[config.mk]
export PLATFORM = sky130hd
export DESIGN_NAME = fifo_with_key_search_and_aging
export DESIGN_NICKNAME = d
export VERILOG_FILES = /design/src/rtl/fwksa_pkg.sv /design/src/rtl/fwksa_store.sv /design/src/rtl/fwksa_unit.sv /design/src/rtl/fifo_with_key_search_and_aging.sv
export SDC_FILE = /design/constraint.sdc
export NUM_CORES = 2
export LEC_CHECK = 0
export BUFFER_PORTS_ARGS = -buffer_cell sky130_fd_sc_hd__buf_2
export CAP_MARGIN = 20
export CORE_MARGIN = 5
export CORE_UTILIZATION = 35
export DETAILED_ROUTE_END_ITERATION = 16
export GPL_ROUTABILITY_DRIVEN = 0
export SYNTH_ARGS = -nofsm -noshare
export SYNTH_HDL_FRONTEND = slang
export SYNTH_SLANG_ARGS = --single-unit
[constraint.sdc]
create_clock -name clk -period 9.1 [get_ports clk]
set_input_delay 0.455 -clock clk [delete_from_list [all_inputs] [get_ports clk]]
set_output_delay 0.455 -clock clk [all_outputs]
set_load 0.02 [all_outputs]
[src/rtl/fwksa_pkg.sv]
// Shared types, constants and a helper function for the flight record queue.
package fwksa_pkg;

  // Queue geometry.
  localparam int QUEUE_DEPTH = 16;
  localparam int PTR_W       = (QUEUE_DEPTH > 1) ? $clog2(QUEUE_DEPTH) : 1;
  localparam int CNT_W       = $clog2(QUEUE_DEPTH + 1);

  // Field widths fixed by the interface.
  localparam int OP_W          = 3;
  localparam int KIND_W        = 2;
  localparam int AIRLINE_W     = 8;
  localparam int ID_W          = 16;
  localparam int FUEL_W        = 24;
  localparam int COUNTDOWN_W   = 16;
  localparam int GROUND_W      = 16;
  localparam int COUNT_OUT_W   = 5;
  localparam int IN_DATA_W     = 80;
  localparam int OUT_DATA_W    = 88;

  // Aging constants.
  localparam logic [FUEL_W-1:0]   FUEL_BURN  = FUEL_W'(240);
  localparam logic [FUEL_W-1:0]   FUEL_MIN   = {1'b1, {(FUEL_W-1){1'b0}}};
  localparam logic [GROUND_W-1:0] GROUND_MAX = '1;

  // Queue kinds held in the configuration register.
  localparam logic [KIND_W-1:0] KIND_NONE   = 2'd0;
  localparam logic [KIND_W-1:0] KIND_AIR    = 2'd1;
  localparam logic [KIND_W-1:0] KIND_GROUND = 2'd2;

  // Request operation codes.
  typedef enum logic [OP_W-1:0] {
    OP_ENQUEUE = 3'd0,
    OP_DEQUEUE = 3'd1,
    OP_SEARCH  = 3'd2,
    OP_FRONT   = 3'd3,
    OP_COUNT   = 3'd4,
    OP_TICK    = 3'd5
  } op_t;

  // One stored record; the last field sits in the lowest bits.
  typedef struct packed {
    logic [GROUND_W-1:0]     ground_time;
    logic [COUNTDOWN_W-1:0]  countdown;
    logic signed [FUEL_W-1:0] fuel_level;
    logic [ID_W-1:0]         record_id;
    logic [AIRLINE_W-1:0]    airline_code;
  } rec_t;

  // One result; the last field sits in the lowest bits.
  typedef struct packed {
    logic [GROUND_W-1:0]      head_ground_time;
    logic [COUNTDOWN_W-1:0]   head_countdown;
    logic signed [FUEL_W-1:0] head_fuel;
    logic [ID_W-1:0]          head_id;
    logic [AIRLINE_W-1:0]     head_airline;
    logic                     dropped;
    logic [COUNT_OUT_W-1:0]   entry_count;
    logic                     queue_empty;
    logic                     match_found;
  } result_t;

  // Control of the record store ports.
  typedef struct packed {
    logic             wr_en;
    logic [PTR_W-1:0] wr_addr;
    logic             rd_en;
    logic [PTR_W-1:0] rd_addr;
  } mem_req_t;

  // Circular pointer advance that also works for depths other than powers of two.
  function automatic logic [PTR_W-1:0] ptr_next(input logic [PTR_W-1:0] p);
    logic [PTR_W-1:0] r;
    if (p == PTR_W'(QUEUE_DEPTH - 1)) begin
      r = '0;
    end else begin
      r = p + PTR_W'(1);
    end
    return r;
  endfunction

endpackage

[src/rtl/fwksa_store.sv]
// Record store: one write port and one registered read port.
module fwksa_store (
  input  logic                 clk,
  input  fwksa_pkg::mem_req_t  req,
  input  fwksa_pkg::rec_t      wr_data,
  output fwksa_pkg::rec_t      rd_data
);
  import fwksa_pkg::*;

  rec_t mem [QUEUE_DEPTH];

  // Write port.
  always_ff @(posedge clk) begin
    if (req.wr_en) begin
      mem[req.wr_addr] <= wr_data;
    end
  end

  // Registered read port; the data holds while no read is issued.
  always_ff @(posedge clk) begin
    if (req.rd_en) begin
      rd_data <= mem[req.rd_addr];
    end
  end

endmodule

[src/rtl/fwksa_unit.sv]
// Shared per-entry unit: key compare and aging of one record.
module fwksa_unit (
  input  logic [fwksa_pkg::KIND_W-1:0]    kind,
  input  fwksa_pkg::rec_t                 rec_in,
  input  logic [fwksa_pkg::AIRLINE_W-1:0] key_airline,
  input  logic [fwksa_pkg::ID_W-1:0]      key_id,
  output logic                            match,
  output fwksa_pkg::rec_t                 rec_out
);
  import fwksa_pkg::*;

  logic signed [FUEL_W:0] fuel_diff;

  // Key compare on the airline and id pair.
  assign match = (rec_in.airline_code == key_airline) && (rec_in.record_id == key_id);

  // Fuel burn with one guard bit to spot underflow.
  assign fuel_diff = $signed({rec_in.fuel_level[FUEL_W-1], rec_in.fuel_level})
                   - $signed({1'b0, FUEL_BURN});

  // Countdown floors at zero; fuel or ground time ages by queue kind.
  always_comb begin
    rec_out = rec_in;
    if (rec_in.countdown != '0) begin
      rec_out.countdown = rec_in.countdown - COUNTDOWN_W'(1);
    end
    if (kind == KIND_AIR) begin
      if (fuel_diff[FUEL_W] != fuel_diff[FUEL_W-1]) begin
        rec_out.fuel_level = FUEL_MIN;
      end else begin
        rec_out.fuel_level = fuel_diff[FUEL_W-1:0];
      end
    end else if (kind == KIND_GROUND) begin
      if (rec_in.ground_time != GROUND_MAX) begin
        rec_out.ground_time = rec_in.ground_time + GROUND_W'(1);
      end
    end
  end

endmodule

[src/rtl/fifo_with_key_search_and_aging.sv]
// Top level: flight record queue with sequencer, record store and shared aging unit.
//
//   Channel   Direction  Signals                      Contents
//   s_axis    in         tvalid tready tdata tuser    one request: record or key, operation
//   m_axis    out        tvalid tready tdata          one result: status and front record
//   cfg       in         cfg_we cfg_wdata             queue kind register
//
// Enqueue, dequeue, front, count and unused codes pass through the execute, head and finish steps.
// Search and tick also walk the held entries: the record store gives one entry a cycle
// through its single read port, and the aging unit handles one entry a cycle.
// A new request is taken only while the sequencer is idle; one waiting result does not
// block it, but the sequencer stalls once the next result is ready as well.
// Reset clears pointers, occupancy and queue kind; the store needs no clearing pass.
// A stalled result holds the sequencer in its last step until the output register frees.
module fifo_with_key_search_and_aging (
  input  logic                              clk,
  input  logic                              rst,
  input  logic                              s_axis_tvalid,
  output logic                              s_axis_tready,
  // airline_code[7:0], record_id[23:8], fuel_level[47:24], countdown[63:48],
  // ground_time[79:64]
  input  logic [fwksa_pkg::IN_DATA_W-1:0]   s_axis_tdata,
  // operation[2:0]
  input  logic [fwksa_pkg::OP_W-1:0]        s_axis_tuser,
  output logic                              m_axis_tvalid,
  input  logic                              m_axis_tready,
  // match_found[0], queue_empty[1], entry_count[6:2], dropped[7], head_airline[15:8],
  // head_id[31:16], head_fuel[55:32], head_countdown[71:56], head_ground_time[87:72]
  output logic [fwksa_pkg::OUT_DATA_W-1:0]  m_axis_tdata,
  input  logic                              cfg_we,
  input  logic [fwksa_pkg::KIND_W-1:0]      cfg_wdata
);
  import fwksa_pkg::*;

  typedef enum logic [4:0] {
    ST_IDLE   = 5'b00001,
    ST_EXEC   = 5'b00010,
    ST_WALK   = 5'b00100,
    ST_HEAD   = 5'b01000,
    ST_FINISH = 5'b10000
  } state_t;

  state_t           state;
  op_t              op;
  rec_t             req_rec;
  logic [KIND_W-1:0] kind;
  logic [PTR_W-1:0] rp;
  logic [PTR_W-1:0] wp;
  logic [CNT_W-1:0] occ;
  logic [PTR_W-1:0] rd_ptr;
  logic [PTR_W-1:0] wb_ptr;
  logic [CNT_W-1:0] issue_left;
  logic             match_acc;
  logic             dropped_r;
  logic             out_valid;
  result_t          out_data;

  mem_req_t         mem_req;
  rec_t             mem_wdata;
  rec_t             mem_rdata;
  logic             unit_match;
  rec_t             unit_rec;
  logic             full;
  logic             walk_op;
  result_t          result_next;

  assign full    = (occ >= CNT_W'(QUEUE_DEPTH));
  assign walk_op = (op == OP_SEARCH) || (op == OP_TICK);

  assign s_axis_tready = (state == ST_IDLE);
  assign m_axis_tvalid = out_valid;
  assign m_axis_tdata  = out_data;

  // Record store and shared per-entry unit.
  fwksa_store u_store (
    .clk     (clk),
    .req     (mem_req),
    .wr_data (mem_wdata),
    .rd_data (mem_rdata)
  );

  fwksa_unit u_unit (
    .kind        (kind),
    .rec_in      (mem_rdata),
    .key_airline (req_rec.airline_code),
    .key_id      (req_rec.record_id),
    .match       (unit_match),
    .rec_out     (unit_rec)
  );

  // Store port control from the sequencer step.
  always_comb begin
    mem_req   = '0;
    mem_wdata = req_rec;
    unique case (state)
      ST_EXEC: begin
        if (op == OP_ENQUEUE && !full) begin
          mem_req.wr_en   = 1'b1;
          mem_req.wr_addr = wp;
        end
        if (walk_op && occ != '0) begin
          mem_req.rd_en   = 1'b1;
          mem_req.rd_addr = rp;
        end
      end
      ST_WALK: begin
        if (op == OP_TICK) begin
          mem_req.wr_en   = 1'b1;
          mem_req.wr_addr = wb_ptr;
          mem_wdata       = unit_rec;
        end
        if (issue_left != '0) begin
          mem_req.rd_en   = 1'b1;
          mem_req.rd_addr = rd_ptr;
        end
      end
      ST_HEAD: begin
        mem_req.rd_en   = 1'b1;
        mem_req.rd_addr = rp;
      end
      ST_IDLE, ST_FINISH: begin
      end
      default: begin
      end
    endcase
  end

  // Result word; the front record reads as zeros on an empty queue.
  always_comb begin
    result_next.match_found = match_acc;
    result_next.queue_empty = (occ == '0);
    result_next.entry_count = COUNT_OUT_W'(occ);
    result_next.dropped     = dropped_r;
    if (occ != '0) begin
      result_next.head_airline     = mem_rdata.airline_code;
      result_next.head_id          = mem_rdata.record_id;
      result_next.head_fuel        = mem_rdata.fuel_level;
      result_next.head_countdown   = mem_rdata.countdown;
      result_next.head_ground_time = mem_rdata.ground_time;
    end else begin
      result_next.head_airline     = '0;
      result_next.head_id          = '0;
      result_next.head_fuel        = '0;
      result_next.head_countdown   = '0;
      result_next.head_ground_time = '0;
    end
  end

  // Configuration register.
  always_ff @(posedge clk) begin
    if (rst) begin
      kind <= KIND_NONE;
    end else if (cfg_we) begin
      kind <= cfg_wdata;
    end
  end

  // Request capture; payload registers need no reset.
  always_ff @(posedge clk) begin
    if (s_axis_tvalid && s_axis_tready) begin
      op      <= op_t'(s_axis_tuser);
      req_rec <= rec_t'(s_axis_tdata);
    end
  end

  // Walk pointers, search flag and drop flag.
  always_ff @(posedge clk) begin
    unique case (state)
      ST_EXEC: begin
        match_acc  <= 1'b0;
        dropped_r  <= (op == OP_ENQUEUE) && full;
        rd_ptr     <= ptr_next(rp);
        wb_ptr     <= rp;
        issue_left <= occ - CNT_W'(1);
      end
      ST_WALK: begin
        if (op == OP_SEARCH && unit_match) begin
          match_acc <= 1'b1;
        end
        wb_ptr <= ptr_next(wb_ptr);
        if (issue_left != '0) begin
          rd_ptr     <= ptr_next(rd_ptr);
          issue_left <= issue_left - CNT_W'(1);
        end
      end
      ST_IDLE, ST_HEAD, ST_FINISH: begin
      end
      default: begin
      end
    endcase
  end

  // Sequencer, queue pointers and output register.
  always_ff @(posedge clk) begin
    if (rst) begin
      state     <= ST_IDLE;
      rp        <= '0;
      wp        <= '0;
      occ       <= '0;
      out_valid <= 1'b0;
    end else begin
      // A result taken in the finishing step is replaced there by the new one.
      if (m_axis_tvalid && m_axis_tready && state != ST_FINISH) begin
        out_valid <= 1'b0;
      end
      unique case (state)
        ST_IDLE: begin
          if (s_axis_tvalid) begin
            state <= ST_EXEC;
          end
        end
        ST_EXEC: begin
          case (op)
            OP_ENQUEUE: begin
              if (!full) begin
                wp  <= ptr_next(wp);
                occ <= occ + CNT_W'(1);
              end
            end
            OP_DEQUEUE: begin
              if (occ != '0) begin
                rp  <= ptr_next(rp);
                occ <= occ - CNT_W'(1);
              end
            end
            default: begin
            end
          endcase
          if (walk_op && occ != '0) begin
            state <= ST_WALK;
          end else begin
            state <= ST_HEAD;
          end
        end
        ST_WALK: begin
          if (issue_left == '0) begin
            state <= ST_HEAD;
          end
        end
        ST_HEAD: begin
          state <= ST_FINISH;
        end
        ST_FINISH: begin
          if (!out_valid || m_axis_tready) begin
            out_data  <= result_next;
            out_valid <= 1'b1;
            state     <= ST_IDLE;
          end
        end
        default: begin
          state <= ST_IDLE;
        end
      endcase
    end
  end

  // Occupancy never exceeds the queue depth.
  assert property (@(posedge clk) disable iff (rst) occ <= CNT_W'(QUEUE_DEPTH))
    else $error("occupancy above queue depth");

  // An empty or full queue has its pointers together.
  assert property (@(posedge clk) disable iff (rst)
    (occ == '0 || occ == CNT_W'(QUEUE_DEPTH)) |-> (rp == wp))
    else $error("pointers disagree with occupancy");

  // The walk never reads the entry it is writing back.
  assert property (@(posedge clk) disable iff (rst)
    (mem_req.wr_en && mem_req.rd_en) |-> (mem_req.wr_addr != mem_req.rd_addr))
    else $error("store read and write collide");

  // Occupancy moves only in the execute step.
  assert property (@(posedge clk) disable iff (rst)
    (state != ST_EXEC) |=> $stable(occ))
    else $error("occupancy changed outside execute step");

endmodule

==> impl_metrics.py <==
metrics = {
    "cells_and_area": {
        "syn_to_final_growth_pct": 16.9,
        "layout-drive-gt1-share_pct": 14.1,
        "finish.utilization_pct": 41.0,
        "final_common_cell": "edfxtp_1",
        "nets": 3943,
        "mostFrequentLayoutCells": "edfxtp_1 (1546), mux2i_1 (647), o22ai_1 (322)",
        "fin_area_um2": 71000,
        "final_cell_count_no_fill": 6297,
        "diodes": 0,
    },
    "setup_path": {
        "path_delay_family": "compound AO/OA/AOI/OAI gates",
        "start_kind": "flip-flop",
        "critical_path.startpoint": "occ[0]",
        "end_kind": "flip-flop",
        "r2r-end": "u_store.rd_data[70]",
        "cp_cell_sequence": "inv_1 -> ha_1 -> nor4b_4 -> buf_4 -> a2111oi_4 -> a221oi_1 -> nand3_4 -> buf_4 -> o22ai_1 -> or4_1",
        "cpMostUsedCell": "buf_4",
        "r2r_cells": 10,
        "crit_arrival_ns": 5.56,
        "cp-endpoint": "u_store.rd_data[70]",
        "slowest_delay_ns": 0.85,
        "cp_max_fo": 44,
        "rrSetupSlack_ns": 4.06,
        "path_depth": 10,
        "cp_slowest_cell": "a2111oi_4",
        "crit_type": "reg -> reg",
        "cp_num_buf_inv": 3,
        "critical_path_required_ns": 9.62,
        "r2r-start": "occ[0]",
    },
    "floorplan": {
        "fp.coreArea_um2": 173000,
        "initial_core_util_pct": 35.1,
        "die_x_um": 427,
        "fp.dieH_um": 427,
        "die_area_um2": 182000,
        "fp-row-count": 153,
        "io_pins": 180,
    },
    "detailed_routing": {
        "wl_per_cell_um": 25.1,
        "dr.first_iter.drc_count": 2975,
        "drt-total-wl_mm": 158,
        "wl_met2_mm": 77.6,
        "route.detailed.drc": 0,
        "vias": 32800,
        "top_layer": "met4",
        "routed_via_density": 5.21,
        "dr.pass1.iters": 7,
        "ant_nets": 0,
        "wl_met3_mm": 7.95,
        "wl_met1_mm": 68.2,
    },
    "synth": {
        "syn-cell-area_um2": 60800,
        "ys.flop_type": "edfxtp_1",
        "ys_ff_latch": 1567,
        "async_flop_share_pct": 0,
        "seq_area_frac_synth_pct": 77.1,
        "yosysWarnings": 0,
        "postSynthAreaPerCell_um2": 17.5,
        "synth_edf_count": 1546,
        "synth_cells": 3477,
        "syn_nets": 3580,
        "synth_cell_types": 66,
    },
    "timing": {
        "fin_crit_sh_pct": 55.4,
        "slew_headroom_pct": 13.5,
        "drv_slew": 0,
        "fmax_mhz": 198,
        "hold_ws_ns": 0.104,
        "tns_ns": 0,
        "setup_viol": 0,
        "rsz0062_at_grt": "false",
        "finalCriticalPeriod_ns": 5.04,
        "setup_ws_ns": 4.06,
        "skew_ns": 0.0285,
        "hold_violations": 0,
        "worstMarginPinSlew_ns": 1.30,
    },
    "global_routing": {
        "grt_pass1_vias": 32600,
        "grt_pass1_wl_mm": 227,
        "grt_start_max_net_pins": 139,
        "gr-total-overflow": 0,
        "antenna_found_initial": 1,
        "grt_usage_pct": 17.0,
    },
    "flow_run": {
        "drv_cap": 0,
    },
    "placement": {
        "place_ws_ns": 4.03,
        "placedCellCount": 5908,
        "numPortBuffers": 179,
        "place_area_um2": 64800,
        "dp_hpwl_mm": 83.1,
    },
    "cts": {
        "clkLatencyLatePin_ns": 0.78,
        "cts_tree": "done",
        "clock-root-buffer": "clkbuf_16",
        "clkTransAtPathRegs_ns": 0.06,
        "cts_buffers": 164,
        "ctsResizeCount": 0,
        "htree_levels": 4,
        "clock_sink_count": 1567,
        "clk_path_buf_depth": 3,
    },
    "pwr": {
        "total_power_mw": 14.9,
        "p_per_area_nw_per_um2": 209,
        "leakagePower_nw": 27.1,
        "ir_drop_uv": 148,
    },
    "min_path": {
        "holdCritPathClass": "in -> reg",
    },
    "outcome": {
        "status": "finished clean",
    },
}
-- registers in the layout (all words and copies together) (netlist names), 5 cells and up --
name and count:
u_store.mem 1280, issue_left 5, m_axis_tdata 88, u_store.rd_data 80, state 5, occ 5, req_rec 80
-- how the worst min path moves through the flow --
stage | from | to | cells past startpoint
CTS | m_axis_tready | m_axis_tvalid | 3
global placement | dropped_r | m_axis_tdata[7] | 0
finish | m_axis_tready | m_axis_tvalid | 3
detailed placement | dropped_r | m_axis_tdata[7] | 0
floorplan | match_acc | m_axis_tdata[0] | 0
global route | m_axis_tready | m_axis_tvalid | 3
-- where the power goes --
group	switching (mW)	internal (mW)	leakage, nW
registers	0.0245	8.00	14.1
logic	0.194	0.0865	10.4
clock network	2.77	3.78	2.57
total	2.99	11.9	27.1
-- tightest hold or removal path: stages --
cell and delay [ns]:
buf_2 0.08, nand2b_1 0.19, a21oi_1 0.10
-- timing repair --
| action | CTS | global route |
|---|---|---|
| hold endpoints to repair | 87 | 0 |
| hold buffers | 88 | 0 |
| endpoints found under the setup margin | 0 | 0 |
| setup buffers | 0 | 0 |
-- synth_stat cells, drive strengths merged (13+ instances only) --
master  count  share of area (%)
nor2b      81               0.83
ha         13               0.27
o21ai      61               0.50
or4        84                1.0
xor2       25               0.36
a21oi      26               0.21
nor2       83               0.51
xnor2      53               0.76
nand3      22               0.19
nor3       15               0.15
nand2     164                1.0
mux2i     647                 11
edfxtp   1546                 76
dfxtp      21               0.69
inv        17               0.11
clkbuf     76               0.47
buf       103               0.98
o22ai     322                3.3
nand4      14               0.15
-- area by class of cell --
class	count	area (um^2)
clock buffers	198	4300
clock inverters	100	960
fillers	15400	102000
inverters	17	66.3
multi-input cells	1714	13200
flip-flops and latches	1567	46800
well taps	2325	2910
repair buffers	376	2750
-- logic make-up (layout without fill, tap and decap cells) --
kind of cell / count (synthesis) / after routing / share of synthesized area [%]
flip-flops: 1567 / 1567 / 77.1
multiplexers: 647 / 647 / 10.7
AND/OR/NAND/NOR: 515 / 515 / 4.54
AO/OA/AOI/OAI: 461 / 461 / 4.77
buffers and inverters: 196 / 691 / 1.55
XOR/XNOR: 78 / 78 / 1.12
adder cells (fa/ha/maj): 13 / 13 / 0.268
-- metal layers --
layer	global-route usage, %	vias up
met3	2.75	258
li1	-	14600
met2	28.6	1014
met4	4.90	0
met1	22.8	16900
met5	0	-
Note: power is estimated with default switching activity, not from simulation.
